<file path="config.mk">
export PLATFORM = sky130hd
export DESIGN_NAME = goertzel_tone_power_unit_flat
export DESIGN_NICKNAME = d
export VERILOG_FILES = /design/src/rtl/core/gtp_pkg.sv /design/src/rtl/core/gtp_channel_ifs.sv /design/src/rtl/core/gtp_controller.sv /design/src/rtl/core/gtp_datapath.sv /design/src/rtl/core/goertzel_tone_power_unit.sv /design/src/flat_wrapper.sv
export SDC_FILE = /design/constraint.sdc
export NUM_CORES = 2
export LEC_CHECK = 0
export BUFFER_PORTS_ARGS = -buffer_cell sky130_fd_sc_hd__buf_2
export CAP_MARGIN = 20
export CORE_UTILIZATION = 32
export CTS_BUF_LIST = sky130_fd_sc_hd__clkbuf_4 sky130_fd_sc_hd__clkbuf_8
export CTS_CLUSTER_DIAMETER = 150
export DETAILED_ROUTE_END_ITERATION = 16
export SLEW_MARGIN = 20
export SYNTH_ARGS = -nofsm -noshare
export SYNTH_HDL_FRONTEND = slang
export SYNTH_SLANG_ARGS = --single-unit
</file>
<file path="constraint.sdc">
create_clock -name clock -period 13.7 [get_ports clock]
set_input_delay 1.37 -clock clock [delete_from_list [all_inputs] [get_ports clock]]
set_output_delay 1.37 -clock clock [all_outputs]
set_load 0.005 [all_outputs]
</file>
<file path="src/rtl/core/gtp_pkg.sv">
// Shared types and constants for the Goertzel tone power unit.
package gtp_pkg;

   // Fixed field widths
   localparam int SAMPLE_BITS = 12;
   localparam int COEF_BITS   = 16;
   localparam int POWER_BITS  = 62;

   // Shared multiplier consumes one 16-bit digit of its second operand per cycle
   localparam int DIGIT_BITS  = 16;

   // Defaults for the top-level parameters
   localparam int COEFF_FRAC_BITS_DEFAULT = 14;
   localparam int SUM_BITS_DEFAULT        = 32;

   // Controller states
   typedef enum logic [3:0] {
      ST_IDLE,
      ST_COEF_MUL,
      ST_ROUND,
      ST_UPDATE,
      ST_SQ_LAST_LOAD,
      ST_SQ_LAST_STEP,
      ST_POWER_LOAD,
      ST_SQ_OLDER_LOAD,
      ST_SQ_OLDER_STEP,
      ST_POWER_ADD,
      ST_CROSS_LOAD,
      ST_CROSS_STEP,
      ST_DIFF,
      ST_FINISH
   } gtp_state_type;

   // Datapath operations
   typedef enum logic [3:0] {
      OP_NONE,
      OP_CAPTURE,
      OP_COEF_MUL,
      OP_ROUND,
      OP_UPDATE,
      OP_MUL_LOAD,
      OP_MUL_STEP,
      OP_POWER_LOAD,
      OP_POWER_ADD,
      OP_DIFF,
      OP_FINISH
   } gtp_op_type;

   // Multiplicand select for the shared multiplier
   typedef enum logic [1:0] {
      SRC_LAST,
      SRC_OLDER,
      SRC_PROD
   } gtp_src_type;

   typedef struct packed {
      gtp_op_type  op;
      gtp_src_type src;
   } gtp_cmd_type;

   typedef struct packed {
      logic frame_end;
      logic rsp_free;
   } gtp_status_type;

endpackage

</file>
<file path="src/rtl/core/gtp_channel_ifs.sv">
// Valid/ready channel interfaces for sample beats and power result beats.
interface gtp_req_if import gtp_pkg::*; ();
   logic                          valid;
   logic                          ready;
   logic signed [SAMPLE_BITS-1:0] sample;
   logic                          frame_end;

   modport source (output valid, output sample, output frame_end, input ready);
   modport sink   (input valid, input sample, input frame_end, output ready);
endinterface

interface gtp_rsp_if import gtp_pkg::*; ();
   logic                  valid;
   logic                  ready;
   logic [POWER_BITS-1:0] tone_power;
   logic                  saturated;

   modport source (output valid, output tone_power, output saturated, input ready);
   modport sink   (input valid, input tone_power, input saturated, output ready);
endinterface

</file>
<file path="src/rtl/core/gtp_controller.sv">
// Sequencer for the Goertzel unit: steps the datapath through update and power phases.
module gtp_controller import gtp_pkg::*; #(
   parameter int SUM_BITS = SUM_BITS_DEFAULT
) (
   input  logic           clock,
   input  logic           reset,
   input  logic           req_valid,
   output logic           req_ready,
   input  gtp_status_type status,
   output gtp_cmd_type    cmd
);

   localparam int ND  = (SUM_BITS + DIGIT_BITS - 1) / DIGIT_BITS;
   localparam int DCW = (ND > 1) ? $clog2(ND) : 1;
   localparam logic [DCW-1:0] LAST_DIGIT = DCW'(ND - 1);

   gtp_state_type  state_ff, state_in;
   logic [DCW-1:0] digit_ff, digit_in;

   // State and digit counter registers
   always_ff @(posedge clock) begin
      if (reset) begin
         state_ff <= ST_IDLE;
         digit_ff <= '0;
      end else begin
         state_ff <= state_in;
         digit_ff <= digit_in;
      end
   end

   // Next state
   always_comb begin
      state_in = state_ff;
      digit_in = digit_ff;
      unique case (state_ff)
         ST_IDLE: begin
            if (req_valid) state_in = ST_COEF_MUL;
         end
         ST_COEF_MUL: state_in = ST_ROUND;
         ST_ROUND:    state_in = ST_UPDATE;
         ST_UPDATE: begin
            state_in = status.frame_end ? ST_SQ_LAST_LOAD : ST_IDLE;
         end
         ST_SQ_LAST_LOAD: begin
            digit_in = '0;
            state_in = ST_SQ_LAST_STEP;
         end
         ST_SQ_LAST_STEP: begin
            digit_in = digit_ff + 1'b1;
            if (digit_ff == LAST_DIGIT) state_in = ST_POWER_LOAD;
         end
         ST_POWER_LOAD: state_in = ST_SQ_OLDER_LOAD;
         ST_SQ_OLDER_LOAD: begin
            digit_in = '0;
            state_in = ST_SQ_OLDER_STEP;
         end
         ST_SQ_OLDER_STEP: begin
            digit_in = digit_ff + 1'b1;
            if (digit_ff == LAST_DIGIT) state_in = ST_POWER_ADD;
         end
         ST_POWER_ADD: state_in = ST_CROSS_LOAD;
         ST_CROSS_LOAD: begin
            digit_in = '0;
            state_in = ST_CROSS_STEP;
         end
         ST_CROSS_STEP: begin
            digit_in = digit_ff + 1'b1;
            if (digit_ff == LAST_DIGIT) state_in = ST_DIFF;
         end
         ST_DIFF: state_in = ST_FINISH;
         ST_FINISH: begin
            // hold until the result register can take the new beat
            if (status.rsp_free) state_in = ST_IDLE;
         end
         default: state_in = ST_IDLE;
      endcase
   end

   // Outputs
   always_comb begin
      req_ready = 1'b0;
      cmd.op    = OP_NONE;
      cmd.src   = SRC_LAST;
      unique case (state_ff)
         ST_IDLE: begin
            req_ready = 1'b1;
            if (req_valid) cmd.op = OP_CAPTURE;
         end
         ST_COEF_MUL:      cmd.op = OP_COEF_MUL;
         ST_ROUND:         cmd.op = OP_ROUND;
         ST_UPDATE:        cmd.op = OP_UPDATE;
         ST_SQ_LAST_LOAD:  cmd.op = OP_MUL_LOAD;
         ST_SQ_LAST_STEP:  cmd.op = OP_MUL_STEP;
         ST_POWER_LOAD:    cmd.op = OP_POWER_LOAD;
         ST_SQ_OLDER_LOAD: begin
            cmd.op  = OP_MUL_LOAD;
            cmd.src = SRC_OLDER;
         end
         ST_SQ_OLDER_STEP: begin
            cmd.op  = OP_MUL_STEP;
            cmd.src = SRC_OLDER;
         end
         ST_POWER_ADD:     cmd.op = OP_POWER_ADD;
         ST_CROSS_LOAD: begin
            cmd.op  = OP_MUL_LOAD;
            cmd.src = SRC_PROD;
         end
         ST_CROSS_STEP: begin
            cmd.op  = OP_MUL_STEP;
            cmd.src = SRC_PROD;
         end
         ST_DIFF:          cmd.op = OP_DIFF;
         ST_FINISH: begin
            if (status.rsp_free) cmd.op = OP_FINISH;
         end
         default:          cmd.op = OP_NONE;
      endcase
   end

endmodule

</file>
<file path="src/rtl/core/gtp_datapath.sv">
// Goertzel datapath: filter sums, shared digit-serial multiplier, power and saturation.
module gtp_datapath import gtp_pkg::*; #(
   parameter int COEFF_FRAC_BITS = COEFF_FRAC_BITS_DEFAULT,
   parameter int SUM_BITS        = SUM_BITS_DEFAULT
) (
   input  logic                          clock,
   input  logic                          reset,
   input  gtp_cmd_type                   cmd,
   output gtp_status_type                status,
   input  logic                          csr_write_enable,
   input  logic signed [COEF_BITS-1:0]   csr_write_data,
   input  logic signed [SAMPLE_BITS-1:0] req_sample,
   input  logic                          req_frame_end,
   output logic                          rsp_valid,
   input  logic                          rsp_ready,
   output logic [POWER_BITS-1:0]         rsp_tone_power,
   output logic                          rsp_saturated
);

   localparam int CW   = COEF_BITS;
   localparam int DW   = DIGIT_BITS;
   localparam int ND   = (SUM_BITS + DW - 1) / DW;
   localparam int MW   = ND * DW;              // multiplier operand, whole digits
   localparam int AW   = SUM_BITS + CW;        // multiplicand width
   localparam int ACCW = AW + MW;              // accumulator width
   localparam int TW   = AW + 1;               // rounded feedback term
   localparam int UW   = TW + 2;               // unsaturated new sum
   localparam int PW   = 2 * SUM_BITS;         // s1^2 + s2^2
   localparam int QW   = 2 * SUM_BITS + CW;    // |coeff*s1*s2|
   localparam int XW   = (COEFF_FRAC_BITS > CW) ? COEFF_FRAC_BITS : CW;
   localparam int DFA  = 2 * SUM_BITS + XW + 2;
   localparam int DFB  = POWER_BITS + XW + 2;
   localparam int DFW  = (DFA > DFB) ? DFA : DFB;

   localparam logic signed [TW:0]   HALF_T  = {{TW{1'b0}}, 1'b1} << (COEFF_FRAC_BITS - 1);
   localparam logic [DFW-1:0]       HALF_D  = {{(DFW-1){1'b0}}, 1'b1} << (COEFF_FRAC_BITS - 1);
   localparam logic signed [UW-1:0] SUM_MAX = {{(UW-SUM_BITS+1){1'b0}}, {(SUM_BITS-1){1'b1}}};
   localparam logic signed [UW-1:0] SUM_MIN = ~SUM_MAX;

   // Registers
   logic signed [CW-1:0]          coef_ff, coef_in;
   logic signed [SAMPLE_BITS-1:0] sample_ff, sample_in;
   logic                          frame_end_ff, frame_end_in;
   logic signed [SUM_BITS-1:0]    last_ff, last_in;
   logic signed [SUM_BITS-1:0]    older_ff, older_in;
   logic                          clip_ff, clip_in;
   logic [ACCW-1:0]               acc_ff, acc_in;
   logic [MW-1:0]                 mop_ff, mop_in;
   logic                          sign_ff, sign_in;
   logic [AW-1:0]                 prod_ff, prod_in;
   logic signed [TW-1:0]          term_ff, term_in;
   logic [PW-1:0]                 power_ff, power_in;
   logic [DFW-1:0]                diff_ff, diff_in;
   logic                          rsp_valid_ff, rsp_valid_in;
   logic [POWER_BITS-1:0]         rsp_power_ff, rsp_power_in;
   logic                          rsp_sat_ff, rsp_sat_in;

   // Combinational helpers
   logic [SUM_BITS-1:0]    mag_last, mag_older;
   logic [CW-1:0]          mag_coef;
   logic [AW-1:0]          mul_a;
   logic [DW-1:0]          mul_b;
   logic [AW+DW-1:0]       mul_p;
   logic signed [TW:0]     prod_signed, prod_rounded;
   logic signed [UW-1:0]   sum_wide;
   logic                   cross_neg;
   logic [DFW-1:0]         p_shift, q_ext;
   logic [DFW-1:0]         rnd, res_shift;
   logic                   pow_over;

   // Magnitudes of the signed operands
   assign mag_last  = last_ff[SUM_BITS-1]  ? -last_ff  : last_ff;
   assign mag_older = older_ff[SUM_BITS-1] ? -older_ff : older_ff;
   assign mag_coef  = coef_ff[CW-1]        ? -coef_ff  : coef_ff;

   // Shared multiplier: one multiplicand times one 16-bit digit
   always_comb begin
      case (cmd.src)
         SRC_OLDER: mul_a = AW'(mag_older);
         SRC_PROD:  mul_a = prod_ff;
         default:   mul_a = AW'(mag_last);
      endcase
      mul_b = (cmd.op == OP_COEF_MUL) ? mag_coef : mop_ff[MW-1 -: DW];
   end
   assign mul_p = AW'(mul_a) * (AW+DW)'(mul_b);

   // Rounded feedback term, new sum, and power pieces
   always_comb begin
      prod_signed  = $signed({2'b00, acc_ff[AW-1:0]});
      if (sign_ff) prod_signed = -prod_signed;
      prod_rounded = (prod_signed + HALF_T) >>> COEFF_FRAC_BITS;
      sum_wide     = UW'(sample_ff) + UW'(term_ff) - UW'(older_ff);
      cross_neg    = coef_ff[CW-1] ^ last_ff[SUM_BITS-1] ^ older_ff[SUM_BITS-1];
      p_shift      = DFW'(power_ff) << COEFF_FRAC_BITS;
      q_ext        = DFW'(acc_ff[QW-1:0]);
      rnd          = diff_ff + HALF_D;
      res_shift    = rnd >> COEFF_FRAC_BITS;
      pow_over     = |res_shift[DFW-1:POWER_BITS];
   end

   // Next-state logic per command
   always_comb begin
      coef_in      = csr_write_enable ? csr_write_data : coef_ff;
      sample_in    = sample_ff;
      frame_end_in = frame_end_ff;
      last_in      = last_ff;
      older_in     = older_ff;
      clip_in      = clip_ff;
      acc_in       = acc_ff;
      mop_in       = mop_ff;
      sign_in      = sign_ff;
      prod_in      = prod_ff;
      term_in      = term_ff;
      power_in     = power_ff;
      diff_in      = diff_ff;
      rsp_power_in = rsp_power_ff;
      rsp_sat_in   = rsp_sat_ff;
      rsp_valid_in = rsp_valid_ff & ~rsp_ready;
      case (cmd.op)
         OP_CAPTURE: begin
            sample_in    = req_sample;
            frame_end_in = req_frame_end;
         end
         OP_COEF_MUL: begin
            acc_in  = ACCW'(mul_p);
            sign_in = coef_ff[CW-1] ^ last_ff[SUM_BITS-1];
         end
         OP_ROUND: begin
            // keep |coeff*s1| for the cross term: s1 becomes s2 on update
            prod_in = acc_ff[AW-1:0];
            term_in = prod_rounded[TW-1:0];
         end
         OP_UPDATE: begin
            older_in = last_ff;
            if (sum_wide > SUM_MAX) begin
               last_in = SUM_MAX[SUM_BITS-1:0];
               clip_in = 1'b1;
            end else if (sum_wide < SUM_MIN) begin
               last_in = SUM_MIN[SUM_BITS-1:0];
               clip_in = 1'b1;
            end else begin
               last_in = sum_wide[SUM_BITS-1:0];
            end
         end
         OP_MUL_LOAD: begin
            acc_in = '0;
            mop_in = (cmd.src == SRC_OLDER) ? MW'(mag_older) : MW'(mag_last);
         end
         OP_MUL_STEP: begin
            acc_in = (acc_ff << DW) + ACCW'(mul_p);
            mop_in = mop_ff << DW;
         end
         OP_POWER_LOAD: power_in = acc_ff[PW-1:0];
         OP_POWER_ADD:  power_in = power_ff + acc_ff[PW-1:0];
         OP_DIFF: begin
            diff_in = cross_neg ? (p_shift + q_ext) : (p_shift - q_ext);
         end
         OP_FINISH: begin
            rsp_valid_in = 1'b1;
            if (diff_ff[DFW-1]) begin
               // negative power reads zero
               rsp_power_in = '0;
               rsp_sat_in   = 1'b1;
            end else if (pow_over) begin
               rsp_power_in = '1;
               rsp_sat_in   = 1'b1;
            end else begin
               rsp_power_in = res_shift[POWER_BITS-1:0];
               rsp_sat_in   = clip_ff;
            end
            last_in  = '0;
            older_in = '0;
            clip_in  = 1'b0;
         end
         default: ;
      endcase
   end

   // Control and state registers
   always_ff @(posedge clock) begin
      if (reset) begin
         coef_ff      <= '0;
         last_ff      <= '0;
         older_ff     <= '0;
         clip_ff      <= 1'b0;
         frame_end_ff <= 1'b0;
         rsp_valid_ff <= 1'b0;
      end else begin
         coef_ff      <= coef_in;
         last_ff      <= last_in;
         older_ff     <= older_in;
         clip_ff      <= clip_in;
         frame_end_ff <= frame_end_in;
         rsp_valid_ff <= rsp_valid_in;
      end
   end

   // Payload registers
   always_ff @(posedge clock) begin
      sample_ff    <= sample_in;
      acc_ff       <= acc_in;
      mop_ff       <= mop_in;
      sign_ff      <= sign_in;
      prod_ff      <= prod_in;
      term_ff      <= term_in;
      power_ff     <= power_in;
      diff_ff      <= diff_in;
      rsp_power_ff <= rsp_power_in;
      rsp_sat_ff   <= rsp_sat_in;
   end

   assign status.frame_end = frame_end_ff;
   assign status.rsp_free  = ~rsp_valid_ff | rsp_ready;
   assign rsp_valid        = rsp_valid_ff;
   assign rsp_tone_power   = rsp_power_ff;
   assign rsp_saturated    = rsp_sat_ff;

endmodule

</file>
<file path="src/rtl/core/goertzel_tone_power_unit.sv">
// Goertzel tone power unit top level: controller, datapath and channel hookup.
// Each sample beat passes accept, coefficient multiply, round and sum update before the next.
// A frame-end sample then squares both sums and forms the cross term, and the power
// terms run through one shared multiplicand-by-16-bit-digit multiplier, one digit per cycle.
// The result beat is registered; sampling continues while it waits, up to the next frame end.
// Synchronous active-high reset clears the sums, clip flag, coefficient and result valid.
module goertzel_tone_power_unit import gtp_pkg::*; #(
   parameter int COEFF_FRAC_BITS = COEFF_FRAC_BITS_DEFAULT,
   parameter int SUM_BITS        = SUM_BITS_DEFAULT
) (
   input  logic                        clock,
   input  logic                        reset,
   gtp_req_if.sink                     req_chan,
   gtp_rsp_if.source                   rsp_chan,
   input  logic                        csr_write_enable,
   input  logic signed [COEF_BITS-1:0] csr_write_data
);

   gtp_cmd_type    cmd;
   gtp_status_type status;
   logic           ready;

   // Sequencer
   gtp_controller #(
      .SUM_BITS (SUM_BITS)
   ) u_ctrl (
      .clock     (clock),
      .reset     (reset),
      .req_valid (req_chan.valid),
      .req_ready (ready),
      .status    (status),
      .cmd       (cmd)
   );

   assign req_chan.ready = ready;

   // Arithmetic and result register
   gtp_datapath #(
      .COEFF_FRAC_BITS (COEFF_FRAC_BITS),
      .SUM_BITS        (SUM_BITS)
   ) u_dp (
      .clock            (clock),
      .reset            (reset),
      .cmd              (cmd),
      .status           (status),
      .csr_write_enable (csr_write_enable),
      .csr_write_data   (csr_write_data),
      .req_sample       (req_chan.sample),
      .req_frame_end    (req_chan.frame_end),
      .rsp_valid        (rsp_chan.valid),
      .rsp_ready        (rsp_chan.ready),
      .rsp_tone_power   (rsp_chan.tone_power),
      .rsp_saturated    (rsp_chan.saturated)
   );

endmodule

</file>
<file path="src/flat_wrapper.sv">
// flat-port wrapper written by rule: the top's interface ports become plain ports
module goertzel_tone_power_unit_flat import gtp_pkg::*;
#(
   parameter int COEFF_FRAC_BITS = COEFF_FRAC_BITS_DEFAULT,
   parameter int SUM_BITS        = SUM_BITS_DEFAULT
)
  (clock, reset, csr_write_enable, csr_write_data, req_chan_valid, req_chan_sample, req_chan_frame_end, req_chan_ready, rsp_chan_valid, rsp_chan_tone_power, rsp_chan_saturated, rsp_chan_ready);
  gtp_req_if req_chan_i ();
  gtp_rsp_if rsp_chan_i ();
  input  logic clock;
  input  logic reset;
  input  logic csr_write_enable;
  input  logic signed [COEF_BITS-1:0] csr_write_data;
  input wire logic [$bits(req_chan_i.valid)-1:0] req_chan_valid;
  input wire logic [$bits(req_chan_i.sample)-1:0] req_chan_sample;
  input wire logic [$bits(req_chan_i.frame_end)-1:0] req_chan_frame_end;
  output wire logic [$bits(req_chan_i.ready)-1:0] req_chan_ready;
  output wire logic [$bits(rsp_chan_i.valid)-1:0] rsp_chan_valid;
  output wire logic [$bits(rsp_chan_i.tone_power)-1:0] rsp_chan_tone_power;
  output wire logic [$bits(rsp_chan_i.saturated)-1:0] rsp_chan_saturated;
  input wire logic [$bits(rsp_chan_i.ready)-1:0] rsp_chan_ready;
  assign req_chan_i.valid = req_chan_valid;
  assign req_chan_i.sample = req_chan_sample;
  assign req_chan_i.frame_end = req_chan_frame_end;
  assign req_chan_ready = req_chan_i.ready;
  assign rsp_chan_valid = rsp_chan_i.valid;
  assign rsp_chan_tone_power = rsp_chan_i.tone_power;
  assign rsp_chan_saturated = rsp_chan_i.saturated;
  assign rsp_chan_i.ready = rsp_chan_ready;
  goertzel_tone_power_unit #(.COEFF_FRAC_BITS(COEFF_FRAC_BITS), .SUM_BITS(SUM_BITS)) u_core (.clock(clock), .reset(reset), .req_chan(req_chan_i), .rsp_chan(rsp_chan_i), .csr_write_enable(csr_write_enable), .csr_write_data(csr_write_data));
endmodule
</file>
==> metrics.cfg <==
[outcome]
outcome=completed

[placement]
io_buffers=98
dpl.hpwl_um=171000
gp_routability_congestion=0.9497

[worst_setup_path]
startpoint_type=register
path_class=register to register
slowest_delay_ns=0.59
crit_path_frequent_cell=fa_1
crit_family=simple AND/OR/NAND/NOR gates
worstPathMaxFanout=15
worst_path_max_delay_cell=or4_4
crit_buf_inv=6
end_kind=register
required_ns=14.33
worstPathArrival_ns=13.75

[floorplan]
die_y_um=448.9
row_count=163
coreArea_mm2=0.1978
die_area_mm2=0.2015
die_w_um=448.9
start_util=0.3231
ios=99

[final_layout]
register_area_mm2=0.01392
multi_input_area_mm2=0.04498
post-route-util=0.3520
area_delta_synth_final_pct=8.950
nets=8689
drive_above_1_share=0.06717
nFillCells=20500

[global_route]
grt_pass1_vias=54940
antenna_found_initial=5
track_usage=0.2146
grt_max_degree=89
grt_overflow=0
grt_pass1_wl_um=336700

[power_and_ir_drop]
p_per_area_mw_per_mm2=120.4
peakVddDrop_uv=83.69
p_leak_nw=30.20

[routing]
vias=55150
ant_nets=0
drt_wl_total_um=219600
wl_per_cell_um=21.39
drt_iter0_drc=5007
drc=0
first_pass_iters=7
vias_per_cell=5.372

[clock_tree]
cts_sinks=493
clkTransAtPathRegs_ns=0.06
cts_tree=built
root_buffer=clkbuf_8
clk_latency_ns=0.82
cts_made_buffers=91
cts-htree-levels=3
clockBufferDepth=3

[synthesis]
synth-seq-area-share=0.2179
synth_area_mm2=0.06391
synthArstFlopShare=0
synth.distinct_cells=96
synth_seq_cells=493
postSynthCellCount=7571
ys.flop_type=edfxtp_1
synth_edf_count=405
syn_area_per_cell_um2=8.442
syn_nets=8714
synth_warnings=0

[worst_hold_path]
holdCritPathClass=register to register

[timing]
setup_viol=0
tightest_slew_ns=1.078
skew_ns=0.05526
relSlewSlack=0.2792
slew_viol_final=0
final.period_utilization=0.9581
layout_min_cycle_time_ns=13.13
hold_violations=0
fin_worst_hold_slack_ns=0.4884
max_freq_mhz=76.19

[flow_run]
drv_cap=0

[placed cells by master (no fill, tap or decap), types with 73 or more instances in the layout]
cell type,n
nor3_1,85
ha_1,427
clkbuf_8,100
o21bai_1,84
a21o_1,173
edfxtp_1,405
nand4_1,84
dfxtp_1,87
a211oi_1,73
buf_4,147
nor2_1,587
fa_1,681
nand2_1,1051
nand3_1,151
o21ai_0,356
a21oi_1,591
xnor2_1,288
xor2_1,165
buf_2,98
inv_1,1028
[Yosys cell counts, types with 15 or more instances]
cell type     n  area, µm²
ha_1        428       5355
and4_1       23      201.4
or3_1        29      181.4
o21ai_0     360       1802
buf_1        35      131.4
and3_1       45      281.5
nor3_1       86      430.4
mux2i_1      32      320.3
o31ai_1      72      540.5
xor2_1      166       1454
and2_1       63      394.1
nand3_1     151      755.7
o21bai_1     84      630.6
a21boi_0     15      112.6
a211o_1      15      131.4
dfxtp_1      88       1762
nor4_1       39      244.0
edfxtp_1    405      12160
a211oi_1     74      555.5
clkbuf_1    315       1182
o22ai_1      16      100.1
a21oi_1     602       3013
xnor2_1     289       2531
nand2b_1     39      244.0
a221oi_1     18      157.7
o211ai_1     27      202.7
nor2_1      590       2215
or2_2        25      156.4
fa_1        681      13630
o21a_1       50      375.4
nor2b_1      46      287.8
inv_1      1030       3866
o31a_1       18      157.7
o41ai_1      19      166.4
or4_1        20      150.1
nand2_1    1053       3953
o21ai_1      22      110.1
nand4_1      84      525.5
a21o_1      173       1299
a31oi_1      53      331.6
[through the flow]
stage          cell area, µm²  setup slack [ns]  setup TNS, ns  power (mW)  instances
4_1_cts                 69570            0.2328              0       8.371      10260
6_report                69630            0.5742              0       8.385      10270
2_1_floorplan           63910             1.980              0       5.253       7571
3_3_place_gp            67620            0.3050              0       6.704      10090
5_1_grt                 69630          -0.03092       -0.03271       8.952      10270
3_5_place_dp            67620            0.3666              0       6.734      10090
[registers in the layout, indices dropped and copies added, names as in the netlist, 4 cells and up]
signal                      count
u_core.u_dp.older_ff           32
u_core.u_dp.mop_ff             32
u_core.u_dp.last_ff            32
u_core.u_ctrl.state_ff          4
u_core.u_dp.acc_ff             80
u_core.u_dp.sample_ff          12
u_core.u_dp.diff_ff            69
u_core.u_dp.rsp_tone_power     62
u_core.u_dp.prod_ff            48
u_core.u_dp.coef_ff            16
u_core.u_dp.term_ff            36
u_core.u_dp.power_ff           64
[cells by family (layout without fill, tap and decap cells)]
group,count (synthesis),in the layout,share of synthesized area
xor+xnor,455,455,0.06235
buf+inv,1394,1446,0.08246
mux,35,35,0.005579
compound gates,1754,1754,0.1718
fa+ha+maj,1110,1110,0.2973
flops,493,493,0.2179
other cells,0,3,0
simple gates,2330,2330,0.1627
[worst reg2reg max path, delay by kind of cell, from the launching register on]
kind	cells	cell delay [ns]
flip-flops	1	0.38
AND/OR/NAND/NOR	18	5.02
buffers and inverters	6	0.59
AO/OA/AOI/OAI	12	2.57
adder cells (fa/ha/maj)	8	3.85
XOR/XNOR	2	0.53
[power by group]
group	internal, mW	switching, mW	leakage [nW]
logic	1.68	3.11	24.7
registers	1.84	0.155	4.43
clock network	0.864	0.732	1.03
total	4.38	4.00	30.2
[layer usage]
layer / wire length, µm / track usage
met4: 9929 / 0.08964
met1: 95770 / 0.2899
met3: 13150 / 0.02808
met2: 100700 / 0.3442
met5: 0 / 0
[final timing paths]
check        slack [ns]  cells after the start                     from                      to
min                0.49                      2   u_core.u_ctrl.digit_ff  u_core.u_ctrl.digit_ff
max reg2reg        0.57                     46  u_core.u_dp.older_ff[2]  u_core.u_dp.acc_ff[65]
max                0.57                     46  u_core.u_dp.older_ff[2]  u_core.u_dp.acc_ff[65]
min reg2reg        0.49                      2   u_core.u_ctrl.digit_ff  u_core.u_ctrl.digit_ff
[area by class of cell]
| cell class | count | share of cell area |
|---|---|---|
| Timing Repair Buffer | 245 | 0.02289 |
| Multi-Input combinational cell | 5684 | 0.6459 |
| Clock buffer | 128 | 0.02278 |
| Tap cell | 2640 | 0.04744 |
| Antenna cell | 3 | 0.0001078 |
| Sequential cell | 493 | 0.2000 |
| Inverter | 1031 | 0.05558 |
| Clock inverter | 42 | 0.005301 |
[repair_timing]
item	CTS	global route
hold buffers	0	0
gates resized for setup	0	10
setup buffers	0	1
hold endpoints to repair	0	0
setup endpoints to repair	0	17
Power figures use the tool's default switching activity.
